--- config.mk ---
export PLATFORM = sky130hd
export DESIGN_NAME = gram_matrix_engine_unit
export DESIGN_NICKNAME = d
export VERILOG_FILES = /design/src/rtl/gme_pkg.sv /design/src/rtl/gme_store.sv /design/src/rtl/gme_seq.sv /design/src/rtl/gme_mac.sv /design/src/rtl/gram_matrix_engine_unit.sv
export SDC_FILE = /design/constraint.sdc
export NUM_CORES = 2
export LEC_CHECK = 0
export BUFFER_PORTS_ARGS = -buffer_cell sky130_fd_sc_hd__buf_2
export CAP_MARGIN = 10
export CORE_UTILIZATION = 30
export CTS_CLUSTER_DIAMETER = 50
export CTS_CLUSTER_SIZE = 20
export DETAILED_ROUTE_END_ITERATION = 6
export HOLD_SLACK_MARGIN = 0.12
export PLACE_DENSITY_LB_ADDON = 0.25
export SYNTH_ARGS = -nofsm -noshare
export SYNTH_HDL_FRONTEND = slang
export SYNTH_SLANG_ARGS = --single-unit
--- constraint.sdc ---
create_clock -name i_clk -period 16.3 [get_ports i_clk]
set_clock_uncertainty 0.1 [all_clocks]
set_input_delay 1.63 -clock i_clk [delete_from_list [all_inputs] [get_ports i_clk]]
set_output_delay 1.63 -clock i_clk [all_outputs]
set_load 0.05 [all_outputs]
--- src/rtl/gme_pkg.sv ---
package gme_pkg;

    // Fixed field widths of the result item and the configuration register.
    localparam int VALUE_W     = 36;
    localparam int IDX_W       = 3;
    localparam int CFG_W       = 4;
    localparam int OUT_TDATA_W = 48;

    // Tag that travels beside each multiply-accumulate through the pipeline.
    typedef struct packed {
        logic             valid;
        logic             first;
        logic             lastk;
        logic             last;
        logic [IDX_W-1:0] row;
        logic [IDX_W-1:0] col;
    } t_mac_ctl;

endpackage

--- src/rtl/gme_store.sv ---
module gme_store
    import gme_pkg::*;
#(
    parameter int DEPTH  = 64,
    parameter int DATA_W = 16
) (
    input  logic                     i_clk,
    input  logic                     i_wr_en,
    input  logic [$clog2(DEPTH)-1:0] i_wr_addr,
    input  logic [DATA_W-1:0]        i_wr_data,
    input  logic                     i_rd_en,
    input  logic [$clog2(DEPTH)-1:0] i_rd_addr_a,
    input  logic [$clog2(DEPTH)-1:0] i_rd_addr_b,
    output logic [DATA_W-1:0]        o_rd_data_a,
    output logic [DATA_W-1:0]        o_rd_data_b
);

    logic [DATA_W-1:0] r_mem [DEPTH];
    logic [DATA_W-1:0] r_rd_a;
    logic [DATA_W-1:0] r_rd_b;

    // One write port.
    always_ff @(posedge i_clk) begin
        if (i_wr_en) begin
            r_mem[i_wr_addr] <= i_wr_data;
        end
    end

    // Two read ports with registered data; the data holds while reads are disabled.
    always_ff @(posedge i_clk) begin
        if (i_rd_en) begin
            r_rd_a <= r_mem[i_rd_addr_a];
            r_rd_b <= r_mem[i_rd_addr_b];
        end
    end

    assign o_rd_data_a = r_rd_a;
    assign o_rd_data_b = r_rd_b;

endmodule

--- src/rtl/gme_seq.sv ---
module gme_seq
    import gme_pkg::*;
#(
    parameter int MAX_N = 8
) (
    input  logic                             i_clk,
    input  logic                             i_rst_n,
    input  logic                             i_cfg_valid,
    input  logic [CFG_W-1:0]                 i_cfg_data,
    input  logic                             i_in_valid,
    output logic                             o_in_ready,
    output logic                             o_wr_en,
    output logic [$clog2(MAX_N*MAX_N)-1:0]   o_wr_addr,
    input  logic                             i_adv,
    output logic [$clog2(MAX_N*MAX_N)-1:0]   o_rd_addr_a,
    output logic [$clog2(MAX_N*MAX_N)-1:0]   o_rd_addr_b,
    output t_mac_ctl                         o_ctl
);

    localparam int AW = $clog2(MAX_N*MAX_N);
    localparam int NW = $clog2(MAX_N+1);
    localparam int TW = $clog2(MAX_N*MAX_N+1);
    localparam int IW = $clog2(MAX_N);

    localparam logic STATE_LOAD = 1'b0;
    localparam logic STATE_CALC = 1'b1;

    logic          r_state;
    logic [NW-1:0] r_n;
    logic [TW-1:0] r_total;
    logic [TW-1:0] r_load_cnt;
    logic [IW-1:0] r_k;
    logic [IW-1:0] r_c;
    logic [IW-1:0] r_r;
    logic [AW-1:0] r_base_r;
    logic [AW-1:0] r_base_c;

    logic [NW-1:0] n_n;
    logic [NW-1:0] n_last_idx;
    logic          accept;
    logic          issue;
    logic          k_end;
    logic          c_end;
    logic          r_end;

    // Clamp the written count to the supported range.
    always_comb begin
        priority if (i_cfg_data == '0) begin
            n_n = NW'(1);
        end else if (i_cfg_data > CFG_W'(MAX_N)) begin
            n_n = NW'(MAX_N);
        end else begin
            n_n = i_cfg_data[NW-1:0];
        end
    end

    assign n_last_idx = r_n - NW'(1);
    assign accept     = i_in_valid && (r_state == STATE_LOAD);
    assign issue      = (r_state == STATE_CALC) && i_adv;
    assign k_end      = (NW'(r_k) == n_last_idx);
    assign c_end      = (NW'(r_c) == n_last_idx);
    assign r_end      = (NW'(r_r) == n_last_idx);

    // Load phase fills the store; compute phase walks rows, columns and the inner index.
    always_ff @(posedge i_clk) begin
        if (!i_rst_n) begin
            r_state    <= STATE_LOAD;
            r_n        <= NW'(MAX_N);
            r_total    <= TW'(MAX_N*MAX_N);
            r_load_cnt <= '0;
            r_k        <= '0;
            r_c        <= '0;
            r_r        <= '0;
            r_base_r   <= '0;
            r_base_c   <= '0;
        end else if (i_cfg_valid) begin
            r_n        <= n_n;
            r_total    <= TW'(n_n * n_n);
            r_load_cnt <= '0;
            r_state    <= STATE_LOAD;
        end else if (accept) begin
            if (r_load_cnt + TW'(1) == r_total) begin
                r_load_cnt <= '0;
                r_state    <= STATE_CALC;
                r_k        <= '0;
                r_c        <= '0;
                r_r        <= '0;
                r_base_r   <= '0;
                r_base_c   <= '0;
            end else begin
                r_load_cnt <= r_load_cnt + TW'(1);
            end
        end else if (issue) begin
            if (!k_end) begin
                r_k <= r_k + IW'(1);
            end else begin
                r_k <= '0;
                if (!c_end) begin
                    r_c      <= r_c + IW'(1);
                    r_base_c <= r_base_c + AW'(r_n);
                end else begin
                    r_c      <= '0;
                    r_base_c <= '0;
                    if (!r_end) begin
                        r_r      <= r_r + IW'(1);
                        r_base_r <= r_base_r + AW'(r_n);
                    end else begin
                        r_state <= STATE_LOAD;
                    end
                end
            end
        end
    end

    assign o_in_ready  = (r_state == STATE_LOAD);
    assign o_wr_en     = accept;
    assign o_wr_addr   = r_load_cnt[AW-1:0];
    assign o_rd_addr_a = r_base_r + AW'(r_k);
    assign o_rd_addr_b = r_base_c + AW'(r_k);

    // Tag of the access issued this cycle.
    always_comb begin
        o_ctl.valid = (r_state == STATE_CALC);
        o_ctl.first = (r_k == '0);
        o_ctl.lastk = k_end;
        o_ctl.last  = k_end && c_end && r_end;
        o_ctl.row   = IDX_W'(r_r);
        o_ctl.col   = IDX_W'(r_c);
    end

endmodule

--- src/rtl/gme_mac.sv ---
module gme_mac
    import gme_pkg::*;
#(
    parameter int MAX_N  = 8,
    parameter int ELEM_W = 16
) (
    input  logic               i_clk,
    input  logic               i_rst_n,
    input  t_mac_ctl           i_ctl,
    input  logic [ELEM_W-1:0]  i_a,
    input  logic [ELEM_W-1:0]  i_b,
    output logic               o_adv,
    output logic               o_valid,
    input  logic               i_ready,
    output logic [VALUE_W-1:0] o_value,
    output logic [IDX_W-1:0]   o_row,
    output logic [IDX_W-1:0]   o_col,
    output logic               o_last
);

    localparam int PROD_W = 2*ELEM_W;
    localparam int ACC_W  = PROD_W + $clog2(MAX_N) + 1;
    localparam int SUM_W  = (ACC_W > VALUE_W) ? ACC_W : VALUE_W;

    t_mac_ctl            r_tag1;
    t_mac_ctl            r_tag2;
    logic [PROD_W-1:0]   r_prod;
    logic [SUM_W-1:0]    r_acc;
    logic                r_out_valid;
    logic [VALUE_W-1:0]  r_out_value;
    logic [IDX_W-1:0]    r_out_row;
    logic [IDX_W-1:0]    r_out_col;
    logic                r_out_last;

    logic [SUM_W-1:0]    n_sum;
    logic                adv;
    logic                emit;

    // The whole pipeline freezes while a finished entry waits at the output.
    assign adv  = !r_out_valid || i_ready;
    assign emit = adv && r_tag2.valid && r_tag2.lastk;

    // Tags follow the read data and the product.
    always_ff @(posedge i_clk) begin
        if (!i_rst_n) begin
            r_tag1 <= '0;
            r_tag2 <= '0;
        end else if (adv) begin
            r_tag1 <= i_ctl;
            r_tag2 <= r_tag1;
        end
    end

    // Product register.
    always_ff @(posedge i_clk) begin
        if (adv) begin
            r_prod <= PROD_W'($signed(i_a) * $signed(i_b));
        end
    end

    // Accumulate; the first term of an entry restarts the sum.
    assign n_sum = (r_tag2.first ? '0 : r_acc)
                 + {{(SUM_W-PROD_W){r_prod[PROD_W-1]}}, r_prod};

    always_ff @(posedge i_clk) begin
        if (adv && r_tag2.valid) begin
            r_acc <= n_sum;
        end
    end

    // Output register.
    always_ff @(posedge i_clk) begin
        if (!i_rst_n) begin
            r_out_valid <= 1'b0;
        end else if (emit) begin
            r_out_valid <= 1'b1;
        end else if (i_ready) begin
            r_out_valid <= 1'b0;
        end
    end

    always_ff @(posedge i_clk) begin
        if (emit) begin
            r_out_value <= n_sum[VALUE_W-1:0];
            r_out_row   <= r_tag2.row;
            r_out_col   <= r_tag2.col;
            r_out_last  <= r_tag2.last;
        end
    end

    assign o_adv   = adv;
    assign o_valid = r_out_valid;
    assign o_value = r_out_value;
    assign o_row   = r_out_row;
    assign o_col   = r_out_col;
    assign o_last  = r_out_last;

endmodule

--- src/rtl/gram_matrix_engine_unit.sv ---
// Gram matrix engine.
// The input stream carries one signed Q8.8 element per transfer in vector-major
// order: element k of vector i is the (i*N+k)-th transfer of a load. N comes from
// the configuration channel (0 acts as 1, values above MAX_N act as MAX_N); a
// write restarts the load; the user must make it only while the block is idle;
// the block does not enforce this. After the N*N-th element the block stops
// taking input and computes all N*N dot products with one multiply-accumulate
// unit fed by a two-read-port vector store. The output stream carries each
// entry as signed Q20.16 with its row and column, in row-major order, with
// tlast on entry (N-1,N-1). Loading takes one element per cycle; store read
// pairs are issued one per cycle while the output is not stalled.
// Input is taken again once the last store read of the matrix has been issued.
// When the receiver stalls, the output register holds its entry and the store
// reads, the multiplier and the accumulator freeze until it is taken.
// Reset empties the pipeline, sets N to MAX_N and clears the load count; the
// store contents are not cleared and need no clearing pass.
module gram_matrix_engine_unit
    import gme_pkg::*;
#(
    parameter int MAX_N         = 8,
    parameter int ELEMENT_WIDTH = 16
) (
    input  logic                                  i_clk,
    input  logic                                  i_rst_n,
    // Configuration channel: vector count.
    input  logic                                  i_cfg_valid,
    output logic                                  o_cfg_ready,
    input  logic [CFG_W-1:0]                      i_cfg_data,
    // Input stream.
    input  logic                                  s_axis_tvalid,
    output logic                                  s_axis_tready,
    input  logic [((ELEMENT_WIDTH+7)/8)*8-1:0]    s_axis_tdata,  // element
    // Output stream.
    output logic                                  m_axis_tvalid,
    input  logic                                  m_axis_tready,
    output logic [OUT_TDATA_W-1:0]                m_axis_tdata,  // product_value, row, col
    output logic                                  m_axis_tlast
);

    localparam int DEPTH = MAX_N*MAX_N;
    localparam int AW    = $clog2(DEPTH);

    t_mac_ctl                seq_ctl;
    logic                    wr_en;
    logic [AW-1:0]           wr_addr;
    logic [AW-1:0]           rd_addr_a;
    logic [AW-1:0]           rd_addr_b;
    logic [ELEMENT_WIDTH-1:0] rd_data_a;
    logic [ELEMENT_WIDTH-1:0] rd_data_b;
    logic                    adv;
    logic [VALUE_W-1:0]      out_value;
    logic [IDX_W-1:0]        out_row;
    logic [IDX_W-1:0]        out_col;

    // Sequencer: loading and the row, column and inner-index walk.
    gme_seq #(
        .MAX_N (MAX_N)
    ) u_seq (
        .i_clk       (i_clk),
        .i_rst_n     (i_rst_n),
        .i_cfg_valid (i_cfg_valid),
        .i_cfg_data  (i_cfg_data),
        .i_in_valid  (s_axis_tvalid),
        .o_in_ready  (s_axis_tready),
        .o_wr_en     (wr_en),
        .o_wr_addr   (wr_addr),
        .i_adv       (adv),
        .o_rd_addr_a (rd_addr_a),
        .o_rd_addr_b (rd_addr_b),
        .o_ctl       (seq_ctl)
    );

    // Vector store.
    gme_store #(
        .DEPTH  (DEPTH),
        .DATA_W (ELEMENT_WIDTH)
    ) u_store (
        .i_clk       (i_clk),
        .i_wr_en     (wr_en),
        .i_wr_addr   (wr_addr),
        .i_wr_data   (s_axis_tdata[ELEMENT_WIDTH-1:0]),
        .i_rd_en     (adv),
        .i_rd_addr_a (rd_addr_a),
        .i_rd_addr_b (rd_addr_b),
        .o_rd_data_a (rd_data_a),
        .o_rd_data_b (rd_data_b)
    );

    // Multiply-accumulate and output register.
    gme_mac #(
        .MAX_N  (MAX_N),
        .ELEM_W (ELEMENT_WIDTH)
    ) u_mac (
        .i_clk   (i_clk),
        .i_rst_n (i_rst_n),
        .i_ctl   (seq_ctl),
        .i_a     (rd_data_a),
        .i_b     (rd_data_b),
        .o_adv   (adv),
        .o_valid (m_axis_tvalid),
        .i_ready (m_axis_tready),
        .o_value (out_value),
        .o_row   (out_row),
        .o_col   (out_col),
        .o_last  (m_axis_tlast)
    );

    assign o_cfg_ready  = 1'b1;
    assign m_axis_tdata = {{(OUT_TDATA_W-VALUE_W-2*IDX_W){1'b0}}, out_col, out_row, out_value};

    // The final entry of a matrix lies on the diagonal.
    a_last_diag: assert property (@(posedge i_clk) disable iff (!i_rst_n)
        (m_axis_tvalid && m_axis_tlast) |-> (out_row == out_col))
        else $error("last entry off the diagonal");

    // No element is written while store reads are being issued.
    a_no_load_in_calc: assert property (@(posedge i_clk) disable iff (!i_rst_n)
        seq_ctl.valid |-> !wr_en)
        else $error("store write during compute");

    // Issuing the final read of a matrix reopens the input.
    a_reopen: assert property (@(posedge i_clk) disable iff (!i_rst_n)
        (seq_ctl.valid && seq_ctl.last && adv && !i_cfg_valid) |=> s_axis_tready)
        else $error("input not reopened after compute");

endmodule

==> metrics.txt <==
Hold Path Class=reg2reg; setup tns final=0 ns; Core ar.=approximately 220000 um^2; IO Count=77; Worst setup SP type=flip-flop; Area contributors post-synth=edfxtp_1, mux4_2, fa_1; CP Capture Type=flip-flop; via count=about 35000; Worst Hold Path EP=u_mac.o_row[2]; # port buffers=between 60 and 70; drt pass-1 iters=5; Iter 0 DRT Violations=3111; Worst VDD drop=approximately 0.00022 V; clock latency on the worst-skew pair=roughly 0.79 ns; Die ar.=~220000 um^2; cell count after synthesis=just under 4000; synthesized flop and latch total=1226; EDFF count, synth=approximately 1200; post-synthesis cell type count=73; Reg2Reg Depth=19; XOR/XNOR share of the synthesized area=1.36%; Seq/Total Area, Yosys=a little over half; Max Root-Sink Buffers=3; # hold bufs at CTS=0; first-pass GRT wire length=between 200 and 300 mm; Yosys top cell area share=between 50% and 60%; num rows=172; Slew HR=between 20% and 30%; Worst R2R Start=u_store.o_rd_data_b[1]; Crit Path Category=reg2reg; routability cong.=~0.82; fillers=20917; pwr dens=155 nW/um^2; syn_area_per_cell=between 15 and 20 um^2; fin cells=6967; global-route usage over all layers=between 15 and 20%; Reg clk slew, reported paths=around 0.060 ns; pin count of the biggest net entering global routing=between 100 and 150; Ys Warns=0; Synth Flop Type=edfxtp_1; layout cells sized above 1=around 28%; Async SR Flop Fraction=0%; static leakage=~24 nW; CTS sink count=roughly 1200; CP arrival=approximately 7.2 ns; Post-CTS Setup Inserts=0; hold_sp=u_mac.r_tag2[5]; largest family of logic cells by synthesized area=multiplexers; Slew Limit Fails=0; r2r setup slk=around 9.5 ns; Root Buffer=clkbuf_16; top cell type by total area after synthesis=edfxtp_1; HPWL after detailed placement=around 110 mm; worst hold stages=0; Post-Syn Area=between 60000 and 70000 um^2; die width=between 400 and 500 um; final setup vio count=0; post-synthesis mux area share=between 20 and 25%; period utilisation layout=between 40% and 50%; PostCTS Resize Cnt=0; Final nets=between 4000 and 5000; status=finished, final reports clean; DR vias/cell=a little over 5; die height=472 um; Final Total Pwr=11.6 mW; CTS tree=yes; DRC viols=0; most frequent cell after synthesis=edfxtp_1; starting density of the core=a little under a third; final hold vios=0; reg2reg end=u_mac.r_prod[31]; routed len/inst=26.7 um; total wire length=between 150 and 200 mm; Critical Path Fanout Max=16; antenna viol nets, final=0; initial antenna violation count=10; Crit path required time=16.65 ns; Slew @ Worst Pin=around 1.1 ns; most frequent cells after synthesis=edfxtp_1, mux4_2, inv_1; Inst Count DP=between 6000 and 7000; post-synthesis simple-gate area fraction=4.71%; total grt overflow=0; H-tree Lvls=3; fin crit period=about 7 ns; clock buffer count from CTS=roughly 120; max-cap viol count=0; Max Clk Rate=between 100 and 150 MHz; vias in the first global route=roughly 37000; RSZ-0062 raised after global routing=no; Post-Synth Adder-Cell Area=10.7%; synth-to-layout area growth=12.7%; Compound-Gate Fraction of Synth Area=2.56%
-- critical path, stage by stage, from the launching register on --
cell,delay [ns]
edfxtp_1,0.73
nand2_1,0.20
inv_1,0.16
fa_1,0.56
fa_1,0.84
fa_1,0.51
fa_1,0.50
fa_1,0.49
inv_1,0.05
fa_1,0.48
inv_1,0.05
ha_1,0.32
nor3_1,0.20
nor2_1,0.08
a31o_2,0.26
a2111oi_0,0.35
o21ai_0,0.20
a21o_1,0.21
a21oi_1,0.16
xnor2_1,0.08
-- per-stage QoR --
step                setup slack (ns)  hold WS (ns)  instance area (um^2)  util, %
CTS                             9.43         0.335                 74700     34.0
finish                          9.46         0.334                 74700     34.0
global route                    8.82         0.348                 74700     34.0
floorplan                       9.99         0.308                 66400        -
detailed placement              9.48         0.319                 70700     32.2
global placement                9.51         0.316                 70700     32.2
-- power breakdown --
part           switching (mW)  internal [mW]
combinational            2.72           2.11
sequential             0.0501           3.80
clock                    1.35           1.54
total                    4.11           7.46
-- state kept, by name (all words and copies together) (netlist names), 6 cells and up --
name / flops
u_mac.o_value: 36
u_mac.r_acc: 36
u_mac.r_prod: 32
u_mac.r_tag1: 10
u_mac.r_tag2: 10
u_seq.r_base_c: 6
u_seq.r_base_r: 6
u_seq.r_load_cnt: 7
u_seq.r_total: 6
u_store.o_rd_data_a: 16
u_store.o_rd_data_b: 16
u_store.r_mem: 1024
-- logic make-up (layout without fill, tap and decap cells) --
| kind of cell | count (synthesis) | count (layout) |
|---|---|---|
| compound gates | 255 | 255 |
| xor+xnor | 103 | 103 |
| fa+ha+maj | 409 | 409 |
| buf+inv | 534 | 681 |
| flops | 1226 | 1226 |
| mux | 679 | 679 |
| other cells | 2 | 16 |
| simple gates | 640 | 640 |
-- per-layer routing --
layer / vias up / global-route usage [%] / wire, um
met5: - / 0 / 16
met4: 2 / 5.13 / 5880
met3: 246 / 2.78 / 10400
met2: 1037 / 27.6 / 90600
met1: 19062 / 22.6 / 79400
li1: 15122 / - / -
-- layout by cell type, fill, tap and decap left out, drive strengths merged, types with 76 or more instances in the layout --
| cell type | n |
|---|---|
| a21oi | 76 |
| and2 | 128 |
| buf | 149 |
| clkbuf | 123 |
| edfxtp | 1167 |
| fa | 268 |
| ha | 141 |
| inv | 356 |
| mux4 | 672 |
| nand2 | 220 |
| nor2 | 133 |
| xnor2 | 78 |
-- layout make-up --
class | count | area [um^2] | share of cell area, %
repair buffers | 149 | 1020 | 1.37
diodes | 7 | 17.5 | 0.0234
clock buffers | 123 | 2950 | 3.95
inverters | 316 | 1190 | 1.59
multi-input cells | 2095 | 28500 | 38.2
well taps | 2958 | 3700 | 4.95
flip-flops and latches | 1226 | 36200 | 48.5
clock inverters | 93 | 1100 | 1.48
-- worst max-delay path by stage --
stage,startpoint,slack [ns],to
floorplan,u_store.o_rd_data_a[15],9.99,u_mac.r_prod[31]
CTS,u_store.o_rd_data_b[1],9.43,u_mac.r_prod[31]
finish,u_store.o_rd_data_b[1],9.46,u_mac.r_prod[31]
global route,u_store.o_rd_data_a[5],8.82,u_mac.r_prod[30]
global placement,u_store.o_rd_data_a[15],9.51,u_mac.r_prod[31]
detailed placement,u_store.o_rd_data_a[10],9.48,u_mac.r_prod[30]
(Power assumes the default switching activity.)
